File: src/hdl/dad_pkg.sv
// Shared types, constants and the month-length calendar function for the date adder.
package dad_pkg;

    localparam int DAY_COUNT_BITS = 16;

    localparam int DAY_W   = 5;
    localparam int MONTH_W = 4;
    localparam int YEAR_W  = 14;
    localparam int COUNT_W = 16;
    localparam int CENT_W  = 8;
    localparam int REM_W   = 7;

    localparam logic [YEAR_W-1:0]  YEAR_MAX     = 14'd16383;
    localparam logic [MONTH_W-1:0] MONTH_JAN    = 4'd1;
    localparam logic [MONTH_W-1:0] MONTH_FEB    = 4'd2;
    localparam logic [MONTH_W-1:0] MONTH_DEC    = 4'd12;
    localparam logic [DAY_W-1:0]   FEB_LEAP_LEN = 5'd29;
    localparam logic [REM_W-1:0]   CENT_LAST    = 7'd99;

    // Reciprocal of 100 scaled by 2^19; exact for every 14-bit year.
    localparam int unsigned RECIP_100 = 5243;
    localparam int          RECIP_SHIFT = 19;
    localparam int          PROD_W = 27;

    typedef struct packed {
        logic                      fits;
        logic                      at_end;
        logic [DAY_W-1:0]          len;
        logic [DAY_W-1:0]          day_sum;
        logic [DAY_COUNT_BITS-1:0] left_next;
    } step_t;

    function automatic logic [DAY_W-1:0] month_days(input logic [MONTH_W-1:0] month,
                                                    input logic leap);
        logic [DAY_W-1:0] len;
        case (month)
            4'd1, 4'd3, 4'd5, 4'd7, 4'd8, 4'd10, 4'd12: len = 5'd31;
            4'd4, 4'd6, 4'd9, 4'd11:                    len = 5'd30;
            4'd2:                                       len = leap ? FEB_LEAP_LEN : 5'd28;
            default:                                    len = 5'd0;
        endcase
        return len;
    endfunction

endpackage

File: src/hdl/dad_year_split.sv
// Splits a year into hundreds and remainder with a registered reciprocal multiply.
module dad_year_split (
    input  logic                          aclk,
    input  logic [dad_pkg::YEAR_W-1:0]    year,
    output logic [dad_pkg::CENT_W-1:0]    cent,
    output logic [dad_pkg::REM_W-1:0]     rem
);

    logic [dad_pkg::PROD_W-1:0] prod_reg;
    logic [dad_pkg::YEAR_W-1:0] year_reg;
    logic [15:0]                cent_x100;

    always_ff @(posedge aclk) begin
        prod_reg <= dad_pkg::PROD_W'(year) * dad_pkg::PROD_W'(dad_pkg::RECIP_100);
        year_reg <= year;
    end

    assign cent      = prod_reg[dad_pkg::RECIP_SHIFT +: dad_pkg::CENT_W];
    assign cent_x100 = 16'(cent) * 16'd100;
    assign rem       = dad_pkg::REM_W'(year_reg - cent_x100[dad_pkg::YEAR_W-1:0]);

endmodule

File: src/hdl/dad_month_unit.sv
// Shared month step unit: month length, room left in the month and the remaining count.
module dad_month_unit (
    input  logic [dad_pkg::DAY_W-1:0]          day,
    input  logic [dad_pkg::MONTH_W-1:0]        month,
    input  logic [dad_pkg::YEAR_W-1:0]         year,
    input  logic                               leap,
    input  logic [dad_pkg::DAY_COUNT_BITS-1:0] left,
    output dad_pkg::step_t                     step
);

    logic [dad_pkg::DAY_W-1:0]          len;
    logic [dad_pkg::DAY_W-1:0]          room;
    logic [dad_pkg::DAY_COUNT_BITS-1:0] room_ext;

    assign len      = dad_pkg::month_days(month, leap);
    assign room     = len - day;
    assign room_ext = dad_pkg::DAY_COUNT_BITS'(room);

    always_comb begin
        step.len       = len;
        step.fits      = (left <= room_ext);
        step.at_end    = (month == dad_pkg::MONTH_DEC) && (year == dad_pkg::YEAR_MAX);
        step.day_sum   = day + dad_pkg::DAY_W'(left);
        step.left_next = left - room_ext - dad_pkg::DAY_COUNT_BITS'(1);
    end

endmodule

File: src/hdl/gregorian_date_add_days_core.sv
// Top level of the Gregorian date adder: sequencer, date registers and stream ports.
//
// Channel   Dir  Fields (lowest bit up)                             Handshake
// s_        in   tdata: start_day, start_month, start_year,         s_tvalid/s_tready
//                       day_count
// m_        out  tdata: end_day, end_month, end_year;               m_tvalid/m_tready
//                tuser: start_valid
//
// A result steps through LOAD, SPLIT and CHECK after the accepting edge; RUN then crosses one month
// at a time with the shared month unit and takes a last step when the count ends inside a month or
// saturates. The input is not ready again until the sequencer has written the result and is idle.
// Reset clears the sequencer and the result valid; date registers are not reset.
// A finished result waits in the output register; a new input is taken meanwhile,
// and its result holds in the sequencer until the output register frees.
module gregorian_date_add_days_core (
    input  logic        aclk,
    input  logic        aresetn,
    input  logic        s_tvalid,
    output logic        s_tready,
    input  logic [39:0] s_tdata,  // start_day, start_month, start_year, day_count
    output logic        m_tvalid,
    input  logic        m_tready,
    output logic [23:0] m_tdata,  // end_day, end_month, end_year
    output logic [0:0]  m_tuser   // start_valid
);

    typedef enum logic [2:0] {
        ST_IDLE,
        ST_LOAD,
        ST_SPLIT,
        ST_CHECK,
        ST_RUN
    } state_t;

    state_t                              state_reg, state_next;
    logic [dad_pkg::DAY_W-1:0]           day_reg, day_next;
    logic [dad_pkg::MONTH_W-1:0]         month_reg, month_next;
    logic [dad_pkg::YEAR_W-1:0]          year_reg, year_next;
    logic [dad_pkg::DAY_COUNT_BITS-1:0]  left_reg, left_next;
    logic [dad_pkg::CENT_W-1:0]          cent_reg, cent_next;
    logic [dad_pkg::REM_W-1:0]           rem_reg, rem_next;
    logic                                ok_reg, ok_next;
    logic                                m_tvalid_reg, m_tvalid_next;
    logic [23:0]                         m_tdata_reg, m_tdata_next;
    logic                                m_tuser_reg, m_tuser_next;

    logic [dad_pkg::CENT_W-1:0]          split_cent;
    logic [dad_pkg::REM_W-1:0]           split_rem;
    logic                                leap;
    logic [dad_pkg::DAY_W-1:0]           cur_len;
    dad_pkg::step_t                      step;
    logic                                out_free;
    logic                                accept_in;

    dad_year_split u_split (
        .aclk (aclk),
        .year (year_reg),
        .cent (split_cent),
        .rem  (split_rem)
    );

    dad_month_unit u_month (
        .day   (day_reg),
        .month (month_reg),
        .year  (year_reg),
        .leap  (leap),
        .left  (left_reg),
        .step  (step)
    );

    assign leap = ((year_reg[1:0] == 2'd0) && (rem_reg != '0)) ||
                  ((rem_reg == '0) && (cent_reg[1:0] == 2'd0));
    assign cur_len   = dad_pkg::month_days(month_reg, leap);
    assign out_free  = !m_tvalid_reg || m_tready;
    assign accept_in = s_tvalid && s_tready;
    assign s_tready  = (state_reg == ST_IDLE);

    always_comb begin
        state_next    = state_reg;
        day_next      = day_reg;
        month_next    = month_reg;
        year_next     = year_reg;
        left_next     = left_reg;
        cent_next     = cent_reg;
        rem_next      = rem_reg;
        ok_next       = ok_reg;
        m_tvalid_next = m_tvalid_reg && !m_tready;
        m_tdata_next  = m_tdata_reg;
        m_tuser_next  = m_tuser_reg;

        unique case (state_reg)
            ST_IDLE: begin
                if (accept_in) begin
                    day_next   = s_tdata[4:0];
                    month_next = s_tdata[8:5];
                    year_next  = s_tdata[22:9];
                    left_next  = dad_pkg::DAY_COUNT_BITS'(s_tdata[38:23]);
                    state_next = ST_LOAD;
                end
            end
            ST_LOAD: begin
                state_next = ST_SPLIT;
            end
            ST_SPLIT: begin
                cent_next  = split_cent;
                rem_next   = split_rem;
                state_next = ST_CHECK;
            end
            ST_CHECK: begin
                ok_next = (year_reg != '0) && (day_reg != '0) && (day_reg <= cur_len);
                if (!((year_reg != '0) && (day_reg != '0) && (day_reg <= cur_len))) begin
                    left_next = '0;
                end
                state_next = ST_RUN;
            end
            ST_RUN: begin
                if (left_reg == '0) begin
                    if (out_free) begin
                        m_tvalid_next = 1'b1;
                        m_tdata_next  = {1'b0, year_reg, month_reg, day_reg};
                        m_tuser_next  = ok_reg;
                        state_next    = ST_IDLE;
                    end
                end else if (step.fits) begin
                    day_next  = step.day_sum;
                    left_next = '0;
                end else if (step.at_end) begin
                    day_next  = step.len;
                    left_next = '0;
                end else begin
                    left_next = step.left_next;
                    day_next  = dad_pkg::DAY_W'(1);
                    if (month_reg == dad_pkg::MONTH_DEC) begin
                        month_next = dad_pkg::MONTH_JAN;
                        year_next  = year_reg + dad_pkg::YEAR_W'(1);
                        if (rem_reg == dad_pkg::CENT_LAST) begin
                            rem_next  = '0;
                            cent_next = cent_reg + dad_pkg::CENT_W'(1);
                        end else begin
                            rem_next = rem_reg + dad_pkg::REM_W'(1);
                        end
                    end else begin
                        month_next = month_reg + dad_pkg::MONTH_W'(1);
                    end
                end
            end
            default: begin
                state_next = ST_IDLE;
            end
        endcase
    end

    always_ff @(posedge aclk) begin
        if (!aresetn) begin
            state_reg    <= ST_IDLE;
            m_tvalid_reg <= 1'b0;
        end else begin
            state_reg    <= state_next;
            m_tvalid_reg <= m_tvalid_next;
        end
        day_reg     <= day_next;
        month_reg   <= month_next;
        year_reg    <= year_next;
        left_reg    <= left_next;
        cent_reg    <= cent_next;
        rem_reg     <= rem_next;
        ok_reg      <= ok_next;
        m_tdata_reg <= m_tdata_next;
        m_tuser_reg <= m_tuser_next;
    end

    assign m_tvalid   = m_tvalid_reg;
    assign m_tdata    = m_tdata_reg;
    assign m_tuser[0] = m_tuser_reg;

    a_busy_after_accept: assert property (@(posedge aclk) disable iff (!aresetn)
        accept_in |=> !s_tready)
        else $error("input taken while sequencer busy");

    a_count_never_grows: assert property (@(posedge aclk) disable iff (!aresetn)
        (state_reg == ST_RUN) && $past(state_reg == ST_RUN) |-> left_reg <= $past(left_reg))
        else $error("remaining day count grew");

    a_valid_month_in_run: assert property (@(posedge aclk) disable iff (!aresetn)
        (state_reg == ST_RUN) && ok_reg |->
            (month_reg >= dad_pkg::MONTH_JAN) && (month_reg <= dad_pkg::MONTH_DEC) &&
            (day_reg != '0) && (day_reg <= cur_len))
        else $error("date left the calendar while advancing");

    a_rem_in_range: assert property (@(posedge aclk) disable iff (!aresetn)
        (state_reg == ST_RUN) |-> rem_reg <= dad_pkg::CENT_LAST)
        else $error("year remainder out of range");

endmodule
File: config.mk
export PLATFORM = sky130hd
export DESIGN_NAME = gregorian_date_add_days_core
export DESIGN_NICKNAME = d
export VERILOG_FILES = /design/src/hdl/dad_pkg.sv /design/src/hdl/dad_year_split.sv /design/src/hdl/dad_month_unit.sv /design/src/hdl/gregorian_date_add_days_core.sv
export SDC_FILE = /design/constraint.sdc
export NUM_CORES = 1
export LEC_CHECK = 0
export BUFFER_PORTS_ARGS = -buffer_cell sky130_fd_sc_hd__buf_2
export CAP_MARGIN = 20
export CORE_MARGIN = 3
export CORE_UTILIZATION = 55
export CTS_BUF_LIST = sky130_fd_sc_hd__clkbuf_2
export DETAILED_ROUTE_END_ITERATION = 10
export PLACE_DENSITY_LB_ADDON = 0.05
export SLEW_MARGIN = 20
export SYNTH_ARGS = -nofsm -noshare
export SYNTH_HDL_FRONTEND = slang
export SYNTH_SLANG_ARGS = --single-unit
File: constraint.sdc
create_clock -name aclk -period 5.3 [get_ports aclk]
set_input_delay 0.53 -clock aclk [delete_from_list [all_inputs] [get_ports aclk]]
set_output_delay 0.53 -clock aclk [all_outputs]
set_load 0.005 [all_outputs]
==> impl_metrics.toml <==
[status]
status = "complete, no violations"

[logic_synthesis]
async_reset_ff_share_pct = 0
yosysSeqAreaShare_pct = 30.6
synthXorXnorAreaFrac_pct = 5.65
yosys.area_share.simple_pct = 9.79
synth_top_family_by_area = "adder cells"
synth-seq-cells = 89
synth_compound_area_share_pct = 10.4
synth_cell_types = 56
synthesis.area_mm2 = 0.00821
yosysWarnings = 0
yosys_most_used_dff = "edfxtp_1"
synth_fa_ha_area_share_pct = 36.0
muxShareOfSynthArea_pct = 0.244
netlist_instances = 797
synth-edff-count = 73
syn_nets = 1038
syn_area_per_cell_um2 = 10.3

[drt]
route.detailed.drc = 0
vias = 5746
vias_per_cell = 5.38
drt_iter0_drc = 279
ant_nets = 0
first_pass_iters = 4
wl_per_cell_um = 16.5
routed_wl_um = 17700

[power_and_ir_drop]
switching_share_pct = 49.5
seq_power_share_pct = 19.8
p_per_area_mw_per_mm2 = 552
leakage_nw = 4.21
pwr-share-comb_pct = 73.1
power_frac_clock_pct = 7.1
p_switching_mw = 2.45
internal_power_mw = 2.50
total_power_mw = 4.94
peakVddDrop_mv = 0.949

[sta]
rsz0062_at_grt = "no"
max_freq_ghz = 0.201
fin_skew_ns = 0.0548
fin_crit_ns = 4.98
drv_slew = 0
worst_pin_slew_ns = 0.682
fin_tns_setup_ns = 0
min_period_over_period_pct = 94.0
hold_viol_final = 0
slew_headroom_pct = 54.5
setup_viol_count_final = 0

[clock_tree]
cts_root_buf = "clkbuf_2"
h-tree-depth = 3
insertion_delay_ns = 0.59
cts_buffer_depth = 2
cts_setup_buffers = 0
clock-sinks = 89
cts_resized = 0
path_clk_slew_ns = 0.28
cts_tree = "yes"
cts_hold_buf = 0
cts-buffers-inserted = 9

[setup_path]
crit_chain = "ha_1 > inv_1 > fa_1 > inv_1 > fa_1 > inv_1 > fa_1 > fa_1 > inv_1 > ha_1 > o21ai_0 > a211oi_1 > a221oi_1 > a21oi_1 > a21oi_1 > xnor2_1"
cp_slowest_cell = "edfxtp_1"
cp.required_ns = 5.79
crit_path_end_kind = "flop"
arrival_ns = 5.47
critPathTopFamily = "adder cells"
worstSetupPathType = "flop to flop"
path_max_fanout = 9
startpoint_type = "flop"
cp_slowest_stage_delay_ns = 0.65
critPathBufInv = 4

[finish]
fillCellCount = 1215
area_growth_pct = 9.00
largest_reg_flops = 23
nets = 1119
final_cells = 1068
multiInputGateArea_mm2 = 0.00511
regArea_mm2 = 0.00251
layout-drive-gt1-share_pct = 13.4

[run]
cap_violations = 0

[min_path]
hp-class = "primary input to flop"

[global_route]
grt.overflow.total = 0
antenna_found_initial = 1
track_usage_pct = 22.5
grt_pass1_vias = 6004
grt_pass1_wl_um = 29200
grt_max_degree = 43

[floorplan]
initial_utilization_pct = 56.3
die_w_um = 128
rows = 44
io_pins = 71
chipHeight_um = 128
die-area_mm2 = 0.0164
core-area_mm2 = 0.0146

[placed_design]
post-dp-hpwl_um = 14600
numPortBuffers = 68
place_congestion = 0.896
place_inst = 1051
[worst reg2reg max path, cell delays in order (launching register included)]
cell and delay, ns:
edfxtp_1 0.65, ha_1 0.40, inv_1 0.06, fa_1 0.50
inv_1 0.06, fa_1 0.51, inv_1 0.05, fa_1 0.47
fa_1 0.56, inv_1 0.05, ha_1 0.32, o21ai_0 0.26
a211oi_1 0.12, a221oi_1 0.33, a21oi_1 0.13, a21oi_1 0.31
xnor2_1 0.15
[through the flow]
step / cell area, um^2 / util (%) / hold WS [ns] / setup slack (ns)
floorplan: 8210 / - / 0.400 / 0.711
global placement: 8830 / 60.5 / 0.435 / 0.466
global route: 8950 / 61.4 / 0.128 / 0.0701
detailed placement: 8830 / 60.5 / 0.425 / 0.444
CTS: 8950 / 61.3 / 0.132 / 0.334
finish: 8950 / 61.4 / 0.184 / 0.320
[cell usage in the layout, fill, tap and decap left out, types with 3 or more instances in the layout]
| cell type | netlist | routed |
|---|---|---|
| dfxtp_1 | 16 | 16 |
| o22ai_1 | 6 | 6 |
| ha_1 | 131 | 131 |
| nor2_1 | 32 | 31 |
| inv_8 | 0 | 4 |
| o31ai_1 | 5 | 4 |
| nand3_1 | 12 | 12 |
| xnor2_1 | 42 | 42 |
| and3_1 | 6 | 6 |
| or4_1 | 4 | 4 |
| o211ai_1 | 5 | 5 |
| o21a_1 | 7 | 7 |
| inv_1 | 144 | 144 |
| nand2b_1 | 7 | 7 |
| buf_2 | 1 | 68 |
| a21oi_1 | 34 | 34 |
| o21bai_1 | 3 | 3 |
| buf_4 | 1 | 13 |
| edfxtp_1 | 73 | 73 |
| xor2_1 | 11 | 11 |
| nand2_1 | 73 | 73 |
| a21o_1 | 7 | 7 |
| o21ai_0 | 28 | 28 |
| a211oi_1 | 6 | 6 |
| o21ai_2 | 10 | 10 |
| fa_1 | 66 | 66 |
| a21boi_0 | 3 | 3 |
| a31oi_1 | 5 | 5 |
| nor3_1 | 7 | 7 |
| clkbuf_2 | 0 | 9 |
| nor4_1 | 7 | 7 |
| nand4_1 | 4 | 4 |
| or3_1 | 4 | 4 |
[cells by family after synthesis]
logic type                 Yosys count
adders and majority gates          197
and+or+nand+nor                    167
buffers and inverters              156
AOI/OAI and AO/OA                  132
DFF                                 89
xor gates and xnor gates            53
muxes                                2
other                                1
[synth_stat cells, types with 7 or more instances]
library cell | number | area (um^2)
nor3_1 | 7 | 35.0
a21oi_1 | 34 | 170
o21ai_0 | 28 | 140
edfxtp_1 | 73 | 2190
clkbuf_1 | 8 | 30.0
xor2_1 | 11 | 96.3
a21o_1 | 7 | 52.6
o21a_1 | 7 | 52.6
xnor2_1 | 42 | 368
dfxtp_1 | 16 | 320
fa_1 | 66 | 1320
o21ai_2 | 10 | 87.6
ha_1 | 131 | 1640
nand2_1 | 73 | 274
nand2b_1 | 7 | 43.8
nor2_1 | 32 | 120
inv_1 | 144 | 541
nor4_1 | 7 | 43.8
nand3_1 | 12 | 60.1
[power by group through the flow]
stage	Combinational [mW]	Sequential, mW	Clock [mW]
floorplan	2.77	0.971	0
global placement	3.52	0.993	0
detailed placement	3.61	0.995	0
CTS	3.65	0.980	0.357
global route	4.14	0.992	0.383
finish	3.61	0.981	0.350
[routing by layer]
| layer | global-route usage [%] | part of all wire, % | wire (um) | vias up |
|---|---|---|---|---|
| li1 | - | - | - | 2845 |
| met1 | 27.2 | 42 | 7480 | 2768 |
| met5 | 0 | 0 | 0 | - |
| met2 | 42.4 | 53 | 9430 | 116 |
| met4 | 5.74 | 1.2 | 212 | 0 |
| met3 | 2.63 | 3.1 | 554 | 17 |
[final timing paths]
path / endpoint / startpoint / cells after the start / slack [ns]
hold / removal: state_reg[2] / aresetn / 2 / 0.18
hold reg to reg: m_tuser / ok_reg / 0 / 0.49
setup reg to reg: u_split.prod_reg[23] / year_reg[10] / 16 / 0.32
setup / recovery: u_split.prod_reg[23] / year_reg[10] / 16 / 0.32
[area by class of cell]
cell class                      count  area share [%]
Tap cell                          184            2.57
Sequential cell                    89            28.1
Timing Repair Buffer               81            4.89
Antenna cell                        1          0.0279
Inverter                          145            6.08
Clock buffer                        9           0.503
Multi-Input combinational cell    552            57.1
Clock inverter                      7           0.783
(Power assumes the default switching activity.)
